[src/rtl/sad_pkg.sv]
// Package for the sprite attribute decoder: board mode codes, register
// indexes, field widths and fixed decode constants. No dependencies.
package sad_pkg;

  localparam int unsigned ModeW  = 3;
  localparam int unsigned ScrollW = 11;
  localparam int unsigned CfgIdxW = 3;
  localparam int unsigned CfgDataW = 11;
  localparam int unsigned TileW  = 11;
  localparam int unsigned XPosW  = 12;
  localparam int unsigned YPosW  = 10;

  typedef enum logic [ModeW-1:0] {
    MODE_IK16  = 3'd0,
    MODE_IK32  = 3'd1,
    MODE_TK    = 3'd2,
    MODE_TDF   = 3'd3,
    MODE_GW16  = 3'd4,
    MODE_GW32  = 3'd5
  } board_mode_t;

  typedef enum logic [CfgIdxW-1:0] {
    REG_BOARD_MODE = 3'd0,
    REG_X_SCROLL   = 3'd1,
    REG_Y_SCROLL   = 3'd2,
    REG_SHADOW_ON  = 3'd3
  } cfg_reg_t;

  // Edge fold limits on the 9-bit coordinate
  localparam logic [8:0] FoldBig   = 9'd480;
  localparam logic [8:0] FoldSmall = 9'd496;

  localparam logic [XPosW-1:0] IkXOfs  = 12'd8;
  localparam logic [XPosW-1:0] IkYOfs  = 12'd272;
  localparam logic [XPosW-1:0] IkYHalf = 12'd256;

  localparam logic [7:0] PenShadow = 8'd7;
  localparam logic [7:0] PenMask   = 8'hC0;
  localparam logic [7:0] PenHigh   = 8'd15;

endpackage

[src/rtl/sprite_attribute_decoder.sv]
// Sprite attribute decoder top level: one 4-byte sprite entry in, one set
// of drawing parameters out. Depends on sad_pkg.
//
//  channel | ports                                        | handshake
//  --------+----------------------------------------------+--------------------
//  input   | in_x_byte in_tile_byte in_y_byte in_attr_byte | start & !busy
//  result  | out_tile_index .. out_trans_value             | out_valid, one cycle
//  config  | cfg_we cfg_index cfg_wdata                    | cfg_we, no wait
//
// The accepting edge loads the input register; the next edge loads the
// decode into the result register, which drives the ports and is flagged
// by out_valid for one cycle. busy stays low: a word can be taken
// every cycle. rst_n is synchronous; it clears the valid flags and sets the
// config registers to mode 0, no scroll, shadow on.
// The receiver cannot stall; out_valid lasts exactly one cycle per word.
module sprite_attribute_decoder (
  input  logic                          clk,
  input  logic                          rst_n,
  input  logic                          start,
  output logic                          busy,
  input  logic [7:0]                    in_x_byte,
  input  logic [7:0]                    in_tile_byte,
  input  logic [7:0]                    in_y_byte,
  input  logic [7:0]                    in_attr_byte,
  output logic                          out_valid,
  output logic [sad_pkg::TileW-1:0]     out_tile_index,
  output logic [3:0]                    out_color_code,
  output logic signed [sad_pkg::XPosW-1:0] out_x_pos,
  output logic signed [sad_pkg::YPosW-1:0] out_y_pos,
  output logic                          out_y_flip,
  output logic                          out_trans_kind,
  output logic [7:0]                    out_trans_value,
  input  logic                          cfg_we,
  input  logic [sad_pkg::CfgIdxW-1:0]   cfg_index,
  input  logic [sad_pkg::CfgDataW-1:0]  cfg_wdata
);

  localparam int unsigned XW = sad_pkg::XPosW;
  localparam int unsigned YW = sad_pkg::YPosW;

  // configuration
  logic [sad_pkg::ModeW-1:0]   mode_r;
  logic [sad_pkg::ScrollW-1:0] x_scroll_r;
  logic [sad_pkg::ScrollW-1:0] y_scroll_r;
  logic                        shadow_on_r;

  // input register
  logic       in_vld_r;
  logic [7:0] xb_r, tb_r, yb_r, ab_r;

  // decode results
  logic [sad_pkg::TileW-1:0] tile_nxt;
  logic [3:0]                color_nxt;
  logic [XW-1:0]             x_nxt;
  logic [YW-1:0]             y_nxt;
  logic                      flip_nxt, kind_nxt;
  logic [7:0]                tval_nxt;

  logic [XW-1:0] xs, ys, xsum, ysum, xlin, ylin, yneg;
  logic [YW-1:0] xfold_big, xfold_small, yfold_big, ynfold_big, yfold_small;
  logic          ikari_trans;

  function automatic logic [sad_pkg::YPosW-1:0] fold9(input logic [8:0] v,
                                                      input logic [8:0] limit);
    fold9 = {(v > limit), v};
  endfunction

  assign busy = 1'b0;

  always_ff @(posedge clk) begin
    if (!rst_n) begin
      mode_r      <= sad_pkg::MODE_IK16;
      x_scroll_r  <= '0;
      y_scroll_r  <= '0;
      shadow_on_r <= 1'b1;
    end else if (cfg_we) begin
      case (cfg_index)
        sad_pkg::REG_BOARD_MODE: mode_r      <= cfg_wdata[sad_pkg::ModeW-1:0];
        sad_pkg::REG_X_SCROLL:   x_scroll_r  <= cfg_wdata[sad_pkg::ScrollW-1:0];
        sad_pkg::REG_Y_SCROLL:   y_scroll_r  <= cfg_wdata[sad_pkg::ScrollW-1:0];
        sad_pkg::REG_SHADOW_ON:  shadow_on_r <= cfg_wdata[0];
        default: ;  // drop writes beyond the register list
      endcase
    end
  end

  always_ff @(posedge clk) begin
    if (!rst_n) begin
      in_vld_r  <= 1'b0;
      out_valid <= 1'b0;
    end else begin
      in_vld_r  <= start && !busy;
      out_valid <= in_vld_r;
    end
  end

  always_ff @(posedge clk) begin
    if (start && !busy) begin
      xb_r <= in_x_byte;
      tb_r <= in_tile_byte;
      yb_r <= in_y_byte;
      ab_r <= in_attr_byte;
    end
    if (in_vld_r) begin
      out_tile_index  <= tile_nxt;
      out_color_code  <= color_nxt;
      out_x_pos       <= x_nxt;
      out_y_pos       <= y_nxt;
      out_y_flip      <= flip_nxt;
      out_trans_kind  <= kind_nxt;
      out_trans_value <= tval_nxt;
    end
  end

  // Position arithmetic, all modulo 4096; the 9-bit modes take the low bits.
  always_comb begin
    xs   = {{(XW-sad_pkg::ScrollW){x_scroll_r[sad_pkg::ScrollW-1]}}, x_scroll_r};
    ys   = {{(XW-sad_pkg::ScrollW){y_scroll_r[sad_pkg::ScrollW-1]}}, y_scroll_r};
    xsum = {3'b000, ab_r[4], xb_r};
    ysum = {3'b000, ab_r[7], yb_r};
    xlin = xsum - xs;          // x + xhi - xs
    ylin = ysum - ys;          // y + yhi - ys
    yneg = {XW{1'b0}} - ylin;  // ys - y - yhi
    xfold_big   = fold9(xlin[8:0], sad_pkg::FoldBig);
    xfold_small = fold9(xlin[8:0], sad_pkg::FoldSmall);
    yfold_big   = fold9(ylin[8:0], sad_pkg::FoldBig);
    ynfold_big  = fold9(yneg[8:0], sad_pkg::FoldBig);
    yfold_small = fold9(ylin[8:0], sad_pkg::FoldSmall);
  end

  always_comb begin
    logic [XW-1:0] xt, yt;
    xt          = '0;
    yt          = '0;
    tile_nxt    = {1'b0, ab_r[6:5], tb_r};
    color_nxt   = ab_r[3:0];
    x_nxt       = '0;
    y_nxt       = '0;
    flip_nxt    = 1'b0;
    ikari_trans = 1'b0;
    tval_nxt    = sad_pkg::PenHigh;
    unique case (mode_r)
      sad_pkg::MODE_IK32: begin
        tile_nxt    = {2'b00, ab_r[6], tb_r};
        xt          = xlin - sad_pkg::IkXOfs;
        yt          = sad_pkg::IkYHalf - ylin;
        x_nxt       = {3'b000, xt[8:0]};
        y_nxt       = {1'b0, yt[8:0]};
        ikari_trans = 1'b1;
      end
      sad_pkg::MODE_TK: begin
        tile_nxt = {2'b00, ab_r[6], tb_r};
        yt       = sad_pkg::IkYHalf - ylin;
        x_nxt    = xlin;  // no 9-bit wrap here
        y_nxt    = {1'b0, yt[8:0]};
        tval_nxt = sad_pkg::PenShadow;
      end
      sad_pkg::MODE_TDF: begin
        x_nxt = {{(XW-YW){xfold_big[YW-1]}}, xfold_big};
        y_nxt = ynfold_big;
      end
      sad_pkg::MODE_GW16: begin
        tile_nxt  = {ab_r[6], ab_r[5], ab_r[3], tb_r};
        color_nxt = {1'b0, ab_r[2:0]};
        x_nxt     = {{(XW-YW){xfold_small[YW-1]}}, xfold_small};
        y_nxt     = yfold_small;
        flip_nxt  = 1'b1;
      end
      sad_pkg::MODE_GW32: begin
        x_nxt    = {{(XW-YW){xfold_big[YW-1]}}, xfold_big};
        y_nxt    = yfold_big;
        flip_nxt = 1'b1;
      end
      default: begin
        // mode 0 and the unused codes
        xt          = xlin + sad_pkg::IkXOfs;
        yt          = sad_pkg::IkYOfs - ylin;
        x_nxt       = {3'b000, xt[8:0]};
        y_nxt       = {1'b0, yt[8:0]};
        ikari_trans = 1'b1;
      end
    endcase
    kind_nxt = ikari_trans && !shadow_on_r;
    if (ikari_trans) begin
      tval_nxt = shadow_on_r ? sad_pkg::PenShadow : sad_pkg::PenMask;
    end
  end

`ifndef NO_ASSERTIONS
  a_out_follows_in: assert property (@(posedge clk) disable iff (!rst_n)
    in_vld_r |=> out_valid)
    else $error("accepted word produced no result");

  a_no_spurious_out: assert property (@(posedge clk) disable iff (!rst_n)
    !in_vld_r |=> !out_valid)
    else $error("result without an accepted word");

  a_flip_pen: assert property (@(posedge clk) disable iff (!rst_n)
    out_valid && out_y_flip |-> !out_trans_kind && out_trans_value == sad_pkg::PenHigh)
    else $error("flipped sprite with wrong transparency");

  a_mask_value: assert property (@(posedge clk) disable iff (!rst_n)
    out_valid && out_trans_kind |-> out_trans_value == sad_pkg::PenMask && !out_y_flip)
    else $error("pen mask result inconsistent");
`endif

endmodule
[config.mk]
export PLATFORM = sky130hd
export DESIGN_NAME = sprite_attribute_decoder
export DESIGN_NICKNAME = d
export VERILOG_FILES = /design/src/rtl/sad_pkg.sv /design/src/rtl/sprite_attribute_decoder.sv
export SDC_FILE = /design/constraint.sdc
export NUM_CORES = 1
export LEC_CHECK = 0
export BUFFER_PORTS_ARGS = -buffer_cell sky130_fd_sc_hd__buf_2
export CAP_MARGIN = 30
export CELL_PAD_IN_SITES_DETAIL_PLACEMENT = 1
export CELL_PAD_IN_SITES_GLOBAL_PLACEMENT = 2
export CORE_MARGIN = 5
export CORE_UTILIZATION = 39
export DETAILED_ROUTE_END_ITERATION = 10
export PLACE_DENSITY_LB_ADDON = 0.1
export SLEW_MARGIN = 20
export SYNTH_ARGS = -nofsm -noshare
export SYNTH_HDL_FRONTEND = slang
export SYNTH_SLANG_ARGS = --single-unit
[constraint.sdc]
create_clock -name clk -period 5 [get_ports clk]
set_input_delay 0.25 -clock clk [delete_from_list [all_inputs] [get_ports clk]]
set_output_delay 0.25 -clock clk [all_outputs]
set_load 0.02 [all_outputs]
* Yosys cells after proc, flatten, opt, wreduce, memory -nomap -nowiden
Index checks and enable logic that the tools add are counted. W data, S select, Z words.
Word-level totals: flip-flop bits (word level) 105, input bits 50, output and inout port bits 49, logic and storage cells 57
Cells by class: add/subtract/negate cells 7, order comparisons 5, equal/unequal tests 8, multiplexer cells 8, reduce and logical (&&, ||, !) cells 11
Operator list (count):
- $pmux W12 S4 | 1
- $gt A9 B9 Y1 const B | 5
- $pmux W10 S4 | 1
- $pmux W11 S2 | 1
- $sub A9 B9 Y9 const A | 2
- $mux W8 | 2
- $eq A3 B2 Y1 const B | 4
- $sub A10 B11 Y12 | 1
- $add A9 B4 Y9 const B | 1
- $sub A1 B9 Y9 const A | 1
- $sub A9 B4 Y9 const B | 1
- $sub A9 B9 Y9 | 1
- $reduce_and A2 Y1 | 4
- $eq A3 B1 Y1 const B | 2
- $eq A3 B3 Y1 const B | 2
- $reduce_or A2 Y1 | 3
- $mux W4 | 1
- $reduce_or A4 Y1 | 1
- $logic_not A3 Y1 | 1
- $mux W1 | 2
- $logic_and A1 B1 Y1 | 1
- $logic_not A1 Y1 | 1

* Depth between registers and ports, before layout
word-level depth 4, mapped depth 15, gate-level depth less buffers 15

* Worst setup path before layout
No wires, ideal clock.
path kind register to register, from reg xb_r[0], to reg out_x_pos[8] (netlist bit), data pin, library setup time 0.278 ns, data arrival time 2.932 ns, data required time 4.722 ns, slack 1.791 ns, stages on the path, launching flop included 16, path buffers 0, period minus slack after synthesis 3.209 ns, path through edfxtp_1 > inv_1 > ha_1 > inv_1 > fa_1 > a21o_1 > a21oi_1 > xor2_1 > inv_1 > ha_1 > nand3_1 > o311a_1 > o21ai_0 > a21oi_1 > o21ai_0 > o311ai_0
Between the ends: word-level cells in the longest chain between the ends 3, elaborated cells between the ends (all ways) 4, those cells by class add/sub: 3; mux: 1
Ends and longest elaborated chain:
- start: declaration | RTL line sprite_attribute_decoder.sv:49 | logic [7:0] xb_r, tb_r, yb_r, ab_r;
- start signal: assignment | RTL line sprite_attribute_decoder.sv:99 | xb_r <= in_x_byte;
- $sub A10 B11 Y12 * | RTL line sprite_attribute_decoder.sv:121 | xlin = xsum - xs;
- $add A9 B4 Y9 or $sub A9 B4 Y9 (tied branches) | RTL line sprite_attribute_decoder.sv:176, sprite_attribute_decoder.sv:145
- $pmux W12 S4 * | RTL line sprite_attribute_decoder.sv:142 | unique case (mode_r)
- net x_nxt[8] | RTL line sprite_attribute_decoder.sv:54 | logic [XW-1:0] x_nxt;
- end signal: assignment | RTL line sprite_attribute_decoder.sv:107 | out_x_pos <= x_nxt;
- end: declaration | RTL line sprite_attribute_decoder.sv:28 | output logic signed [sad_pkg::XPosW-1:0] out_x_pos,
The timed path passes the listed nets; every way through them passes the cells marked *. A chain may end at the register's enable or synchronous reset.

* Worst setup path in the final report
Same ends and word-level chain as after synthesis.

==> results.txt <==
Outcome - completed
Max stage delay on crit path - 410 ps
PD cells - 356.9 nW/um^2
Vias per cell - 4.996
Share of power burned in combinational logic - 0.188
Unrepaired setup endpoints after global routing - no
R2R depth - 15
Vias - 3,587
Cells after synthesis - 448
Wire length per cell - 16.15 um
Post-synthesis mux area share - 0.01659
Yosys cell types - 65
Die X - 123.8 um
Fin worst setup slack - 1372 ps
Worst-path cell chain - inv_1, ha_1, inv_1, fa_1, a21o_1, a21oi_1, xor2_1, inv_1, ha_1, nand3_1, o311a_1, o21ai_0, a21oi_1, o21ai_0, o311ai_0
Fin crit share - 0.7255
Type of destination of the critical path - flop
DRT iter0 DRCs - 158
Synthesized-area fraction occupied by xor and xnor cells - 0.05993
Vias in the first global route - 3,671
Antenna violations before repair - 0
Peak VDD IR - 0.1554 mV
Largest cells by area after synthesis - edfxtp_1, dfxtp_1, ha_1
Switch share - 0.2716
Synth Area in Compound Gates - 0.1303
Switching power - 0.0005840 W
Cell internal pwr - 0.001566 W
Storage element area - 2744 um^2
Final setup TNS - 0 ps
Layout Nets - 619
Starting density of the core - 0.3987
Fill cells - 1,425
Hold buffer count at CTS - 0
CTS Root Buffer Type - clkbuf_16
GP Congestion - 0.8376
Area leader, netlist - edfxtp_1
Ys async rst share - 0
FF-to-FF Start - xb_r[0]$_DFFE_PP_
Seq cells post-synth - 100
Post-route ant nets - 0
CP Launch Type - flop
Static leakage - 2.335 nW
Worst hold path type - primary input to flop
First-pass GRT wire length - 18.48 mm
Post-CTS Resized - 0
Actual slew at the worst max-slew pin - 928.5 ps
Setup violations, final - 0
Setup CP Type - flop to flop
Syn Area/Cell - 11.28 um^2
I/O pins - 99
WP data required - 5080 ps
Area delta synth->final - 19.27%
Largest family of logic cells by synthesized area - simple AND/OR/NAND/NOR gates
Drt drc - 0
Core footprint - 12,670 um^2
Commonest cells in the netlist - edfxtp_1, nand2_1, inv_1
CP startpoint - xb_r[0]$_DFFE_PP_
R2R Setup Slk - 1370 ps
Simple-gate share of the synthesized area - 0.1310
Clock power frac - 0.356
Share of layout cells above drive strength 1 - 0.2473
CTS H-tree depth - 3
Seq/Total Area, Yosys - 0.5428
Ys Warns - 0
Worst-Skew Late Latency - 350 ps
Worst Hold End - xb_r[5]$_DFFE_PP_
Clock slew at reported path FFs - 70 ps
CTS tree - done
Post-route minimum period - 3628 ps
CTS Buf Count - 9
Number of synthesized flops with an enable pin - 74
Flop pwr share - 0.455
Hold wc startpoint - in_x_byte[5]
Most common cell in the netlist - edfxtp_1
Synth Flop Type - edfxtp_1
CP max stage cell - fa_1
Diodes inserted - 0
Die area - 15,330 um^2
Cell mode on critical path - inv_1
Max Root-Sink Buffers - 2
Crit path DAT - 3710 ps
Post-synthesis adder-cell area fraction - 0.07578
Worst Skew - 5.239 ps
Multi-input logic area - 2101 um^2
Hold depth - 1
Post-CTS Setup Inserts - 0
Max cap viols - 0
Hpwl dp - 8.951 mm
Pre-CTS setup slack - 1421 ps
DR pass1 iterations - 4
Yosys top cell area share - 0.4398
Largest net degree at the start of global routing - 44
Fmax - 275.7 MHz
Post-Synthesis Cell Area - 5052 um^2
Final hold vios - 0
Clk sinks - 100
CP max FO - 4
Reg2reg end - out_x_pos[8]$_DFFE_PP_
Final wirelength - 11.60 mm
Pins Over Slew Limit - 0
Overflow after GRT - 0
PortBufs - 95
DIE HEIGHT - 123.8 um
Slew HR - 0.3789
Row count - 41
Total GRT Usage - 0.1573
power groups by stage:
stage | sequential, W | combinational (W) | clock, W
floorplan | 0.00103 | 0.000254 | 0
global placement | 0.000999 | 0.000389 | 0
detailed placement | 0.00100 | 0.000398 | 0
CTS | 0.000984 | 0.000400 | 0.000793
global route | 0.000984 | 0.000451 | 0.000823
finish | 0.000979 | 0.000405 | 0.000766
how the worst max path moves through the flow:
stage	to
3_3_place_gp	out_x_pos[8]$_DFFE_PP_
5_1_grt	out_x_pos[8]$_DFFE_PP_
4_1_cts	out_x_pos[8]$_DFFE_PP_
6_report	out_x_pos[8]$_DFFE_PP_
2_1_floorplan	out_x_pos[8]$_DFFE_PP_
3_5_place_dp	out_x_pos[8]$_DFFE_PP_
metal layers:
| layer | global-route usage | wire length, um | up-vias |
|---|---|---|---|
| met5 | 0 | 0 | - |
| met4 | 0.06228 | 200 | 0 |
| met1 | 0.2120 | 5453 | 1689 |
| met2 | 0.2484 | 5187 | 105 |
| li1 | - | - | 1781 |
| met3 | 0.03270 | 754 | 12 |
cells by family after synthesis:
group | Yosys count
flops | 100
simple gates | 140
buf+inv | 50
mux | 7
fa+ha+maj | 29
xor+xnor | 29
other cells | 1
compound gates | 92
state kept, by name, indices dropped and copies added (netlist names):
register,flops
ab_r,8
in_vld_r,1
mode_r,3
out_color_code,4
out_tile_index,11
out_trans_kind,1
out_trans_value,3
out_valid,1
out_x_pos,12
out_y_flip,1
out_y_pos,10
shadow_on_r,1
tb_r,8
x_scroll_r,11
xb_r,8
y_scroll_r,9
yb_r,8
through the flow:
stage	cell area, um^2	util	cells	total power (W)	hold WS, ps
4_1_cts	5991	0.4728	716	0.002177	56.55
3_3_place_gp	5659	0.4466	700	0.001388	400.8
2_1_floorplan	5060	-	450	0.001284	348.9
3_5_place_dp	5659	0.4466	700	0.001401	405.2
6_report	6026	0.4756	718	0.002150	68.03
5_1_grt	6026	0.4756	718	0.002257	53.67
worst max-delay path, delay by kind of cell (launching register included):
kind	cells	cell delay, ps
adder cells (fa/ha/maj)	3	880
AND/OR/NAND/NOR	1	90
XOR/XNOR	1	340
AO/OA/AOI/OAI	7	1420
buffers and inverters	3	240
flip-flops	1	370
layout make-up:
cell class / count / area share
clock buffer: 9 / 0.03738
clock inverter: 7 / 0.01765
multi-input combinational: 300 / 0.3486
tap: 172 / 0.03571
timing repair buffer: 97 / 0.08472
sequential: 100 / 0.4554
inverter: 33 / 0.02056
layout by cell type (no fill, tap or decap), types with 2 or more instances in the layout:
cell type  count
fa_1           3
clkbuf_16      9
xnor2_2        3
nand4_1        2
xnor2_1        9
edfxtp_1      74
and2_1         5
a21oi_1       20
nand2b_1       4
buf_2         95
a31oi_1        5
xor2_1        15
inv_6          2
a21o_1         4
dfxtp_1       25
or2_2          2
o21ai_0       12
ha_1          25
clkinv_4       2
o2111ai_1      2
inv_2          2
a22oi_1        3
nand3_1       11
inv_1         31
o211ai_1       3
a211o_1        2
bufinv_16      2
a21boi_0      20
a221o_1        2
and3_2         2
mux2i_1        5
nor3_1         8
nor4_1         4
nor2b_1        9
o21a_1         3
conb_1         3
nor2_1        18
or3_1          4
nand2_1       64
(Power assumes the default switching activity.)
